## src/design/ppmfd_pkg.sv

```systemverilog
// shared constants, types and mapping functions of the ppm frame decoder
package ppmfd_pkg;

	// channel slots in the pulse store
	localparam int NUM_SLOTS = 8;
	localparam int SLOT_W    = $clog2(NUM_SLOTS);
	localparam int CNT_W     = $clog2(NUM_SLOTS + 1);

	localparam int PULSE_W   = 12;
	localparam int TIME_W    = 32;
	localparam int DZ_W      = 7;
	localparam int SEL_W     = 3;
	localparam int REG_IDX_W = 3;

	// timing limits in microseconds
	localparam int SYNC_GAP_US = 3000;
	localparam int CHECK_MIN   = 800;
	localparam int CHECK_MAX   = 2200;
	localparam int PULSE_MIN   = 1000;
	localparam int PULSE_MAX   = 2000;
	localparam int STICK_BIAS  = 100;

	// floor(x / 5) = (x * 205) >> 10 for x in 0..1000
	localparam int STICK_RECIP = 205;
	localparam int STICK_SHIFT = 10;
	// floor(x * 255 / 1000) = (x * 267387) >> 20 for x in 0..1000
	localparam int BYTE_RECIP  = 267387;
	localparam int BYTE_SHIFT  = 20;

	// register indexes on the write port
	localparam logic [REG_IDX_W-1:0] REG_DEADZONE = 3'd0;
	localparam logic [REG_IDX_W-1:0] REG_THR_SLOT = 3'd1;
	localparam logic [REG_IDX_W-1:0] REG_STR_SLOT = 3'd2;
	localparam logic [REG_IDX_W-1:0] REG_MODE_SLOT = 3'd3;
	localparam logic [REG_IDX_W-1:0] REG_SPD_SLOT = 3'd4;
	localparam logic [REG_IDX_W-1:0] REG_TIMEOUT = 3'd5;

	// request codes
	localparam logic REQ_EDGE    = 1'b0;
	localparam logic REQ_TIMEOUT = 1'b1;

	// result status codes
	localparam logic [1:0] ST_VALID   = 2'd0;
	localparam logic [1:0] ST_LOST    = 2'd1;
	localparam logic [1:0] ST_TIMEOUT = 2'd2;

	typedef enum logic [1:0] {
		ROLE_THR  = 2'd0,
		ROLE_STR  = 2'd1,
		ROLE_MODE = 2'd2,
		ROLE_SPD  = 2'd3
	} role_t;

	typedef logic [PULSE_W-1:0] pulse_t;

	// store request from the edge logic
	typedef struct packed {
		logic   wr;
		logic   sync;
		pulse_t data;
	} store_req_t;

	// reload of one role's pulse after its slot register is written
	typedef struct packed {
		logic             valid;
		role_t            role;
		logic [SEL_W-1:0] sel;
	} reload_t;

	typedef struct packed {
		logic [SEL_W-1:0] thr;
		logic [SEL_W-1:0] str;
		logic [SEL_W-1:0] mode;
		logic [SEL_W-1:0] spd;
	} slot_sel_t;

	typedef struct packed {
		logic   frame_ok;
		pulse_t thr;
		pulse_t str;
		pulse_t mode;
		pulse_t spd;
	} slot_view_t;

	// clamp to 1000..2000 and remove the offset
	function automatic logic [9:0] pulse_offset(input pulse_t p);
		pulse_t c;
		if (p < PULSE_W'(PULSE_MIN))
			c = PULSE_W'(PULSE_MIN);
		else if (p > PULSE_W'(PULSE_MAX))
			c = PULSE_W'(PULSE_MAX);
		else
			c = p;
		return 10'(c - PULSE_W'(PULSE_MIN));
	endfunction

	function automatic logic signed [7:0] to_stick(input pulse_t p, input logic [DZ_W-1:0] dz);
		logic [17:0]       prod;
		logic [7:0]        q;
		logic signed [8:0] r;
		logic [7:0]        mag;
		prod = 18'(pulse_offset(p)) * 18'(STICK_RECIP);
		q    = prod[STICK_SHIFT+7:STICK_SHIFT];
		r    = $signed({1'b0, q}) - 9'(STICK_BIAS);
		mag  = (r < 0) ? 8'(-r) : 8'(r);
		if (mag < {1'b0, dz})
			return 8'sd0;
		return 8'(r);
	endfunction

	function automatic logic [7:0] to_byte(input pulse_t p);
		logic [28:0] prod;
		prod = 29'(pulse_offset(p)) * 29'(BYTE_RECIP);
		return prod[BYTE_SHIFT+7:BYTE_SHIFT];
	endfunction

endpackage

```

## src/design/ppmfd_slots.sv

```systemverilog
// channel pulse store, slot counter, per-role pulse copies and frame check
module ppmfd_slots (
	input  logic                   clk,
	input  logic                   arst_n,
	input  ppmfd_pkg::store_req_t  req,
	input  ppmfd_pkg::reload_t     reload,
	input  ppmfd_pkg::slot_sel_t   sel,
	output ppmfd_pkg::slot_view_t  view
);

	ppmfd_pkg::pulse_t              store_q [ppmfd_pkg::NUM_SLOTS];
	logic [ppmfd_pkg::CNT_W-1:0]    cnt_q;
	ppmfd_pkg::pulse_t              thr_q;
	ppmfd_pkg::pulse_t              str_q;
	ppmfd_pkg::pulse_t              mode_q;
	ppmfd_pkg::pulse_t              spd_q;

	logic                           room;
	logic                           do_wr;
	logic [ppmfd_pkg::SLOT_W-1:0]   wr_idx;
	logic [ppmfd_pkg::SLOT_W-1:0]   rl_idx;
	ppmfd_pkg::pulse_t              rl_data;

	assign room   = 32'(cnt_q) < ppmfd_pkg::NUM_SLOTS;
	assign do_wr  = req.wr && !req.sync && room;
	assign wr_idx = cnt_q[ppmfd_pkg::SLOT_W-1:0];
	assign rl_idx = ppmfd_pkg::SLOT_W'(reload.sel);
	// a slot number past the store reads as zero
	assign rl_data = (32'(reload.sel) < ppmfd_pkg::NUM_SLOTS) ? store_q[rl_idx] : '0;

	always_ff @(posedge clk or negedge arst_n) begin
		if (!arst_n) begin
			for (int i = 0; i < ppmfd_pkg::NUM_SLOTS; i++)
				store_q[i] <= '0;
			cnt_q <= '0;
		end else if (req.sync) begin
			cnt_q <= '0;
		end else if (do_wr) begin
			store_q[wr_idx] <= req.data;
			cnt_q           <= cnt_q + 1'b1;
		end
	end

	// copies track the slot each role reads, so only the reload path needs a wide read mux
	always_ff @(posedge clk or negedge arst_n) begin
		if (!arst_n) begin
			thr_q  <= '0;
			str_q  <= '0;
			mode_q <= '0;
			spd_q  <= '0;
		end else if (do_wr) begin
			if (32'(cnt_q) == 32'(sel.thr))
				thr_q <= req.data;
			if (32'(cnt_q) == 32'(sel.str))
				str_q <= req.data;
			if (32'(cnt_q) == 32'(sel.mode))
				mode_q <= req.data;
			if (32'(cnt_q) == 32'(sel.spd))
				spd_q <= req.data;
		end else if (reload.valid) begin
			case (reload.role)
				ppmfd_pkg::ROLE_THR:  thr_q  <= rl_data;
				ppmfd_pkg::ROLE_STR:  str_q  <= rl_data;
				ppmfd_pkg::ROLE_MODE: mode_q <= rl_data;
				ppmfd_pkg::ROLE_SPD:  spd_q  <= rl_data;
				default:              thr_q  <= rl_data;
			endcase
		end
	end

	always_comb begin
		view.frame_ok = 1'b1;
		for (int i = 0; i < 4; i++) begin
			if (store_q[i] < ppmfd_pkg::PULSE_W'(ppmfd_pkg::CHECK_MIN) ||
			    store_q[i] > ppmfd_pkg::PULSE_W'(ppmfd_pkg::CHECK_MAX))
				view.frame_ok = 1'b0;
		end
		view.thr  = thr_q;
		view.str  = str_q;
		view.mode = mode_q;
		view.spd  = spd_q;
	end

endmodule

```

## src/design/ppm_frame_decoder_top.sv

```systemverilog
// top level of the ppm frame decoder: input register, frame logic, result register
//
//  channel  signals                        transaction
//  -------  -----------------------------  ---------------------------------
//  in       in_valid/in_ready              req_type, time_us
//  out      out_valid/out_ready            throttle, steering, mode, speed, status
//  config   wr_en (no handshake)           wr_index, wr_data
//
// an accepted transaction sits in the input register and is decoded there; its result
// lands in the result register, which drives out_valid, once that register is free.
// one transaction per cycle is sustained; the input register holds only while
// an unread result blocks the result register.
// reset clears all state but the input register's payload at once, no clearing pass.
module ppm_frame_decoder_top (
	input  logic                                 clk,
	input  logic                                 arst_n,
	input  logic                                 in_valid,
	output logic                                 in_ready,
	input  logic                                 req_type,
	input  logic [ppmfd_pkg::TIME_W-1:0]         time_us,
	output logic                                 out_valid,
	input  logic                                 out_ready,
	output logic signed [7:0]                    throttle,
	output logic signed [7:0]                    steering,
	output logic [7:0]                           mode,
	output logic [7:0]                           speed,
	output logic [1:0]                           status,
	input  logic                                 wr_en,
	input  logic [ppmfd_pkg::REG_IDX_W-1:0]      wr_index,
	input  logic [ppmfd_pkg::TIME_W-1:0]         wr_data
);

	// configuration
	logic [ppmfd_pkg::DZ_W-1:0]   deadzone_q;
	ppmfd_pkg::slot_sel_t         sel_q;
	logic [ppmfd_pkg::TIME_W-1:0] timeout_q;

	// input register
	logic                         valid_s1;
	logic                         req_s1;
	logic [ppmfd_pkg::TIME_W-1:0] time_s1;

	// decoder state
	logic [ppmfd_pkg::TIME_W-1:0] last_edge_q;
	logic [ppmfd_pkg::TIME_W-1:0] last_valid_q;
	logic signed [7:0]            held_thr_q;
	logic signed [7:0]            held_str_q;
	logic [7:0]                   held_mode_q;
	logic [7:0]                   held_spd_q;
	logic                         out_valid_q;
	logic [1:0]                   status_q;

	logic                         adv;
	logic                         proc;
	logic [ppmfd_pkg::TIME_W-1:0] interval;
	logic [ppmfd_pkg::TIME_W-1:0] elapsed;
	logic                         is_sync;
	logic                         expired;
	logic                         has_res;
	logic                         frame_good;
	logic [1:0]                   st_nxt;
	logic signed [7:0]            thr_nxt;
	logic signed [7:0]            str_nxt;
	logic [7:0]                   mode_nxt;
	logic [7:0]                   spd_nxt;

	ppmfd_pkg::store_req_t        store_req;
	ppmfd_pkg::reload_t           reload;
	ppmfd_pkg::slot_view_t        view;

	ppmfd_slots u_slots (
		.clk    (clk),
		.arst_n (arst_n),
		.req    (store_req),
		.reload (reload),
		.sel    (sel_q),
		.view   (view)
	);

	// configuration writes
	always_ff @(posedge clk or negedge arst_n) begin
		if (!arst_n) begin
			deadzone_q <= ppmfd_pkg::DZ_W'(5);
			sel_q.thr  <= 3'd0;
			sel_q.str  <= 3'd1;
			sel_q.mode <= 3'd2;
			sel_q.spd  <= 3'd3;
			timeout_q  <= ppmfd_pkg::TIME_W'(500000);
		end else if (wr_en) begin
			case (wr_index)
				ppmfd_pkg::REG_DEADZONE:  deadzone_q <= wr_data[ppmfd_pkg::DZ_W-1:0];
				ppmfd_pkg::REG_THR_SLOT:  sel_q.thr  <= wr_data[ppmfd_pkg::SEL_W-1:0];
				ppmfd_pkg::REG_STR_SLOT:  sel_q.str  <= wr_data[ppmfd_pkg::SEL_W-1:0];
				ppmfd_pkg::REG_MODE_SLOT: sel_q.mode <= wr_data[ppmfd_pkg::SEL_W-1:0];
				ppmfd_pkg::REG_SPD_SLOT:  sel_q.spd  <= wr_data[ppmfd_pkg::SEL_W-1:0];
				ppmfd_pkg::REG_TIMEOUT:   timeout_q  <= wr_data;
				default: ;
			endcase
		end
	end

	// a slot register write refreshes that role's pulse copy unless a pulse is stored at the same time
	always_comb begin
		reload.valid = wr_en;
		reload.sel   = wr_data[ppmfd_pkg::SEL_W-1:0];
		case (wr_index)
			ppmfd_pkg::REG_THR_SLOT:  reload.role = ppmfd_pkg::ROLE_THR;
			ppmfd_pkg::REG_STR_SLOT:  reload.role = ppmfd_pkg::ROLE_STR;
			ppmfd_pkg::REG_MODE_SLOT: reload.role = ppmfd_pkg::ROLE_MODE;
			ppmfd_pkg::REG_SPD_SLOT:  reload.role = ppmfd_pkg::ROLE_SPD;
			default: begin
				reload.valid = 1'b0;
				reload.role  = ppmfd_pkg::ROLE_THR;
			end
		endcase
	end

	assign adv      = !out_valid_q || out_ready;
	assign proc     = valid_s1 && adv;
	assign in_ready = !valid_s1 || adv;

	always_ff @(posedge clk or negedge arst_n) begin
		if (!arst_n) begin
			valid_s1 <= 1'b0;
		end else if (in_ready) begin
			valid_s1 <= in_valid;
		end
	end

	always_ff @(posedge clk) begin
		if (in_ready && in_valid) begin
			req_s1  <= req_type;
			time_s1 <= time_us;
		end
	end

	assign interval   = time_s1 - last_edge_q;
	assign elapsed    = time_s1 - last_valid_q;
	assign is_sync    = interval > ppmfd_pkg::TIME_W'(ppmfd_pkg::SYNC_GAP_US);
	assign expired    = elapsed > timeout_q;
	assign frame_good = view.frame_ok;

	always_comb begin
		has_res        = 1'b0;
		st_nxt         = ppmfd_pkg::ST_VALID;
		thr_nxt        = held_thr_q;
		str_nxt        = held_str_q;
		mode_nxt       = held_mode_q;
		spd_nxt        = held_spd_q;
		store_req.wr   = 1'b0;
		store_req.sync = 1'b0;
		store_req.data = interval[ppmfd_pkg::PULSE_W-1:0];
		if (proc) begin
			if (req_s1 == ppmfd_pkg::REQ_TIMEOUT) begin
				if (expired) begin
					has_res = 1'b1;
					st_nxt  = ppmfd_pkg::ST_TIMEOUT;
					thr_nxt = 8'sd0;
					str_nxt = 8'sd0;
				end
			end else if (is_sync) begin
				store_req.sync = 1'b1;
				has_res        = 1'b1;
				if (!frame_good) begin
					st_nxt  = ppmfd_pkg::ST_LOST;
					thr_nxt = 8'sd0;
					str_nxt = 8'sd0;
				end else begin
					thr_nxt  = ppmfd_pkg::to_stick(view.thr, deadzone_q);
					str_nxt  = ppmfd_pkg::to_stick(view.str, deadzone_q);
					mode_nxt = ppmfd_pkg::to_byte(view.mode);
					spd_nxt  = ppmfd_pkg::to_byte(view.spd);
				end
			end else begin
				store_req.wr = 1'b1;
			end
		end
	end

	always_ff @(posedge clk or negedge arst_n) begin
		if (!arst_n) begin
			last_edge_q  <= '0;
			last_valid_q <= '0;
			held_thr_q   <= 8'sd0;
			held_str_q   <= 8'sd0;
			held_mode_q  <= 8'd128;
			held_spd_q   <= 8'd128;
			out_valid_q  <= 1'b0;
			status_q     <= ppmfd_pkg::ST_VALID;
		end else begin
			if (proc) begin
				out_valid_q <= has_res;
				if (req_s1 == ppmfd_pkg::REQ_EDGE)
					last_edge_q <= time_s1;
				if (req_s1 == ppmfd_pkg::REQ_EDGE && is_sync && frame_good)
					last_valid_q <= time_s1;
				if (has_res) begin
					status_q    <= st_nxt;
					held_thr_q  <= thr_nxt;
					held_str_q  <= str_nxt;
					held_mode_q <= mode_nxt;
					held_spd_q  <= spd_nxt;
				end
			end else if (out_ready) begin
				out_valid_q <= 1'b0;
			end
		end
	end

	// held commands only change when a new result is loaded, so they are the payload
	assign out_valid = out_valid_q;
	assign throttle  = held_thr_q;
	assign steering  = held_str_q;
	assign mode      = held_mode_q;
	assign speed     = held_spd_q;
	assign status    = status_q;

	a_lost_zeroes: assert property (@(posedge clk) disable iff (!arst_n)
		out_valid && status != ppmfd_pkg::ST_VALID |-> throttle == 8'sd0 && steering == 8'sd0)
		else $error("lost or timeout result with nonzero stick");

	a_stick_range: assert property (@(posedge clk) disable iff (!arst_n)
		out_valid |-> throttle >= -8'sd100 && throttle <= 8'sd100 &&
		steering >= -8'sd100 && steering <= 8'sd100)
		else $error("stick command out of range");

	a_valid_time: assert property (@(posedge clk) disable iff (!arst_n)
		proc && has_res && st_nxt == ppmfd_pkg::ST_VALID |=> last_valid_q == $past(time_s1))
		else $error("valid frame did not record its time");

	a_result_source: assert property (@(posedge clk) disable iff (!arst_n)
		$rose(out_valid) |-> $past(valid_s1))
		else $error("result without a transaction in the input register");

endmodule

```

## config.mk

```make
export PLATFORM = sky130hd
export DESIGN_NAME = ppm_frame_decoder_top
export DESIGN_NICKNAME = d
export VERILOG_FILES = /design/src/design/ppmfd_pkg.sv /design/src/design/ppmfd_slots.sv /design/src/design/ppm_frame_decoder_top.sv
export SDC_FILE = /design/constraint.sdc
export NUM_CORES = 1
export LEC_CHECK = 0
export BUFFER_PORTS_ARGS = -buffer_cell sky130_fd_sc_hd__buf_2
export CAP_MARGIN = 40
export CORE_MARGIN = 2
export CORE_UTILIZATION = 50
export CTS_CLUSTER_DIAMETER = 150
export DETAILED_ROUTE_END_ITERATION = 16
export PLACE_DENSITY_LB_ADDON = 0.05
export SETUP_SLACK_MARGIN = 0.5
export SLEW_MARGIN = 20
export SYNTH_ARGS = -nofsm -noshare
export SYNTH_HDL_FRONTEND = slang
export SYNTH_HIERARCHICAL = 1
export SYNTH_SLANG_ARGS = --single-unit
```

## constraint.sdc

```tcl
create_clock -name clk -period 7.3 [get_ports clk]
set_clock_uncertainty 0.15 [all_clocks]
set_input_delay 1.825 -clock clk [delete_from_list [all_inputs] [get_ports clk]]
set_output_delay 1.825 -clock clk [all_outputs]
set_load 0.1 [all_outputs]
```

; After elaboration in Yosys (flattened, before gate mapping)
; Index checks and enable logic that the tools add are counted.
[word_totals]
ff_bits = 332
input_bits = 73
elab_cells = 225
[op_classes]
addsub = 11
multipliers = 4
order_cmp = 26
eq_ne = 17
muxes = 90
bitwise_logic = 4
reduce_logical = 43
[op_table]
columns = op, n
row1 = $mux 10, 24
row2 = $mux 12, 19
row3 = $mux 8, 13
row4 = $bwmux 96, 1
row5 = $lt 12x10->1 const B, 8
row6 = $sub 32x32->32, 2
row7 = $mul 10x19->28 const B, 2
row8 = $gt 12x11->1 const B, 4
row9 = $gt 12x12->1 const B, 4
row10 = $sub 10x10->10 const B, 4
row11 = $bmux 12 s3, 1
row12 = $demux 12 s3, 1
row13 = $mul 10x8->18 const B, 2
row14 = $gt 32x12->1 const B, 1
row15 = $gt 32x32->1, 1
row16 = $mux 1, 24
row17 = $reduce_and 2->1, 10
row18 = $lt 9x1->1 const B, 2
row19 = $sub 8x7->9 const B, 2
row20 = $eq 4x3->1, 4
row21 = $lt 8x7->1, 2
row22 = $neg 8->8, 2
row23 = $reduce_bool 2->1, 8
row24 = $reduce_and 3->1, 4
row25 = other kinds (24), 50

; Logic depth before layout (Yosys ltp)
[logic_depth]
word_depth = 25
depth_mapped = 37
mapped_depth_nobuf = 37

; By module
; Netlist, hierarchy kept.
[modules_own_cells]
columns = mod, n_inst, cells_each, area_each_um2, seq_area_each_um2
row1 = ppm_frame_decoder_top, 1, 2240, 20500.9, 4788.3
row2 = ppmfd_slots, 1, 502, 7093.1, 3703.6

; Worst setup path before layout
; Ideal clock, no wire load.
[synth_path]
kind = reg-to-reg
startpoint = register u_slots.mode_q[3]
endpoint = register held_mode_q[6], in the netlist mode[6]
arrival_ns = 7.768
required_time_ns = 7.024
slack_ns = -0.744
stages_incl_launch_ff = 32
path_buffers = 0
path_cell_list = dfrtp_1 nor4_1 a31oi_1 o2111a_1 nor2_1 a21oi_1 ha_1 or2_2 o21ai_0 o311a_1 inv_1 fa_1 inv_1 fa_1 inv_1 fa_1 fa_1 inv_1 fa_1 inv_1 ha_1 and4_1 a2111oi_0 o21ai_0 a31o_2 a21oi_1 o221ai_1 a211o_1 a21oi_1 nor2_1 xnor2_1 mux2_4
[synth_between]
elab_chain_len = 9
elab_cells_between_ends = 10
classes_between = add/sub: 1 / mul: 1 / order compare: 2 / mux: 6
[synth_rtl]
columns = element, line_no
row1 = "start, declared", ppmfd_slots.sv:15  ; ppmfd_pkg::pulse_t mode_q;
row2 = "start signal, assigned", ppmfd_slots.sv:57  ; mode_q <= req.data;
row3 = "start signal, assigned", ppmfd_slots.sv:64  ; ppmfd_pkg::ROLE_MODE: mode_q <= rl_data;
row4 = $gt 12x11->1, ppmfd_pkg.sv:90  ; else if (p > PULSE_W'(PULSE_MAX))
row5 = $mux 10, ppmfd_pkg.sv:90
row6 = $mux 10 *, ppmfd_pkg.sv:88  ; if (p < PULSE_W'(PULSE_MIN))
row7 = $mux 10 *, ppm_frame_decoder_top.sv:164  ; if (!frame_good) begin
row8 = $mux 10 *, ppm_frame_decoder_top.sv:161  ; end else if (is_sync) begin
row9 = $mux 10 *, ppm_frame_decoder_top.sv:154  ; if (req_s1 == ppmfd_pkg::REQ_TIMEOUT) begin
row10 = $mux 10 *, ppm_frame_decoder_top.sv:153  ; if (proc) begin
row11 = $sub 10x10->10 *, ppmfd_pkg.sv:94  ; return 10'(c - PULSE_W'(PULSE_MIN));
row12 = $mul 10x19->28 *, ppmfd_pkg.sv:113  ; prod = 29'(pulse_offset(p)) * 29'(BYTE_RECIP);
row13 = "end signal, assigned", ppm_frame_decoder_top.sv:201  ; held_mode_q <= mode_nxt;
row14 = "end, declared", ppm_frame_decoder_top.sv:48  ; logic [7:0] held_mode_q;
; Mark *: on every way between the ends. The rest lies on a longest branch, timed or not. The select of a mux whose other input is x is not followed.
; A chain may end at the register's enable or synchronous reset.

; Worst setup path after layout
[layout_path]
startpoint = register u_slots.mode_q[2]
endpoint = register held_mode_q[6], in the netlist mode[6]
; The elaborated chain is that of the path after synthesis.

==> results.md <==
* First-pass GRT wire length at between 100000 and 150000 um
* Die Y-Extent at 239 um
* Post-DRT Antenna Nets at 0
* Post-synth ARST share at 0.901
* Routability cong. at roughly 0.89
* Residual DRC count at 0
* Ports at roughly 110
* Fin crit share at 1.03
* Vias in the first global route at 21100
* Hold WC Path Type: reg2reg
* Pre-CTS setup slack at -0.420 ns
* Full die area at 57100 um^2
* Fmax at roughly 0.13 GHz
* Syn. warnings at 6
* Nets at 3574
* Top delay family on crit path: adder cells
* DR vias at ~21000
* Initial DRC count at between 1000 and 1500
* Die width at roughly 240 um
* RSZ-0062 raised after global routing: yes
* DP Cell Count at around 3600
* Sink Count at roughly 330
* Setup crit start kind: register
* CP required at ~7.6 ns
* Status: finished, violations left
* Crit path buffers/inverters at 4
* Tmin final at about 7.6 ns
* Routed WL per cell at approximately 18 um
* Root buffer cell: clkbuf_16
* CTS Buf Count at 40
* 1st-pass router iterations at 5
* Ratio of cells with drive above 1 in the final layout at 0.253
* Std-Cell Rows at 86
* # setup viols final at 7
* Critical Path AT at about 8 ns
* Via density at 5.47
* TritonCTS clock tree: built
* Clock latency on the worst-skew pair at about 0.58 ns
* Overflow after GRT at 0
* Gate Count Post-Synth at 2742
* Failing checks: negative setup slack
* # hold bufs at CTS at 0
* Critical Path End Type: register
* Largest net degree at the start of global routing at around 150
* HPWL after DPL at ~52000 um
* Clock buffer depth at 3
* Worst-Margin Slew at 0.890 ns
* Final core utilization at 0.596
* Final worst setup slack at -0.254 ns
* Max cap viols at 0
* Max transition margin at 0.404
* Synthesized net count at around 3300
* Most common flop cell mapped by yosys: dfrtp_1
* EDFF count, synth at 33
* Number of fill cells at ~4700
* Critical Path Max Stage Delay at 0.61 ns
* Sequential area share after synthesis at 0.308
* Initial core utilization at 0.503
* Clk slew on worst S/H paths at 0.06 ns
* CP max FO at 3
* Core Region at around 55000 um^2
* Max Slew Vio Count at 0
* Post-Syn Area per Cell at 10.1 um^2
* Slowest-stage cell, CP: fa_1
* Area Growth Syn to Fin at 18.6%
* Cell mode on critical path: fa_1
* Post-synthesis cell type count at 96
* Commonest cells after routing, fill and taps aside: inv_1, ha_1, dfrtp_1
* Hold Vio Cnt, Final at 0
* Tot GR Track Use at 0.239
* Drt total wl at around 67000 um
* Crit Path Category: reg2reg
* Htree depth at 2
* Most common cell after layout, fill and taps aside: inv_1
* Antenna violations before repair at 7
* Port Buffers at 108
* Synth Cell Area at about 28000 um^2
* Post-Layout Cell Count at between 3000 and 4000
* Sum of negative setup slack at -1.07 ns
* Yosys reg bits at 332
## sequential cells by signal, indices dropped and copies added (netlist names), 2 cells and up
| name | flops |
|---|---|
| deadzone_q | 7 |
| last_edge_q | 32 |
| last_valid_q | 32 |
| mode | 8 |
| sel_q | 12 |
| speed | 8 |
| status | 2 |
| steering | 8 |
| throttle | 8 |
| time_s1 | 32 |
| timeout_q | 32 |
| u_slots/cnt_q | 4 |
| u_slots/mode_q | 12 |
| u_slots/spd_q | 12 |
| u_slots/store_q | 96 |
| u_slots/str_q | 12 |
| u_slots/thr_q | 12 |
## final cells by class
| type | instances | area (um^2) | area share |
|---|---|---|---|
| multi-input combinational | 1937 | 18300 | 0.558 |
| sequential | 332 | 8490 | 0.260 |
| timing repair buffer | 304 | 2110 | 0.0646 |
| inverter | 407 | 1550 | 0.0474 |
| clock buffer | 52 | 1130 | 0.0344 |
| tap | 704 | 881 | 0.0269 |
| clock inverter | 22 | 282 | 0.00860 |
| antenna | 2 | 5.00 | 0.000153 |
## logic make-up after synthesis
logic type	share of synthesized area
AND/OR/NAND/NOR	0.0957
AO/OA/AOI/OAI	0.134
flip-flops	0.308
adder cells (fa/ha/maj)	0.247
XOR/XNOR	0.0368
buffers and inverters	0.0693
multiplexers	0.110
## per-stage QoR
stage / hold slack (ns) / instance area, um^2
final: 0.337 / 32700
after global placement: 0.311 / 30000
after CTS: 0.335 / 32400
after detailed placement: 0.322 / 30000
after global routing: 0.354 / 32700
after floorplan: 0.302 / 28000
## worst reg2reg max path: cells and delay by family (launching register included)
| family | cells | cell delay (ns) |
|---|---|---|
| compound gates | 11 | 2.29 |
| xor+xnor | 1 | 0.12 |
| fa+ha+maj | 7 | 2.95 |
| buf+inv | 4 | 0.20 |
| flops | 1 | 0.39 |
| mux | 1 | 0.25 |
| simple gates | 5 | 1.07 |
## cells in the mapped netlist, types with 15 or more instances
master	count	area (um^2)
inv_1	407	1530
ha_1	371	4640
dfrtp_1	284	7110
nand2_1	179	672
mux2_2	154	1730
o21ai_0	124	621
a21oi_1	123	616
nor2_1	114	428
fa_1	108	2160
xnor2_1	77	674
mux2_1	53	597
a21o_1	52	390
xor2_1	39	342
mux2i_1	35	350
nand3_1	35	175
nor3_1	35	175
clkbuf_1	34	128
edfxtp_1	33	991
and3_1	26	163
mux2_4	24	360
a31oi_1	22	138
nand4_1	21	131
nor2b_1	21	131
nand2b_1	17	106
o21a_1	17	128
a211oi_1	16	120
and2_1	16	100
o2bb2ai_1	16	140
dfstp_2	15	394
## routing by layer
layer	track usage	share of wire	vias to the layer above
li1	-	-	10100
met1	0.330	0.47	10000
met2	0.399	0.47	314
met3	0.0300	0.037	82
met4	0.0593	0.020	2
met5	0	0.00016	-
## timing repair
action,in CTS,in global routing
setup buffers,45,19
gates resized for setup,101,36
gates cloned,0,0
endpoints found under the setup margin,32,32
pin swaps,77,81
## final timing paths
check | slack (ns) | cells after the start | end | startpoint
min reg2reg | 0.34 | 1 | u_slots/store_q[31]$_DFFE_PN0P_ | u_slots/store_q[31]$_DFFE_PN0P_
min in group asynchronous | 1.07 | 1 | last_edge_q[18]$_DFFE_PN0P_ | arst_n
max reg2reg | -0.25 | 29 | mode[6]$_DFFE_PN0P_ | u_slots/mode_q[2]$_DFFE_PN0P_
min | 0.34 | 1 | u_slots/store_q[31]$_DFFE_PN0P_ | u_slots/store_q[31]$_DFFE_PN0P_
max | -0.25 | 29 | mode[6]$_DFFE_PN0P_ | u_slots/mode_q[2]$_DFFE_PN0P_
max in group asynchronous | 4.56 | 2 | u_slots/spd_q[3]$_DFFE_PN0P_ | arst_n
Power is not shown: default switching activity piles up to over one toggle a cycle in this logic, so the estimate is an artifact.
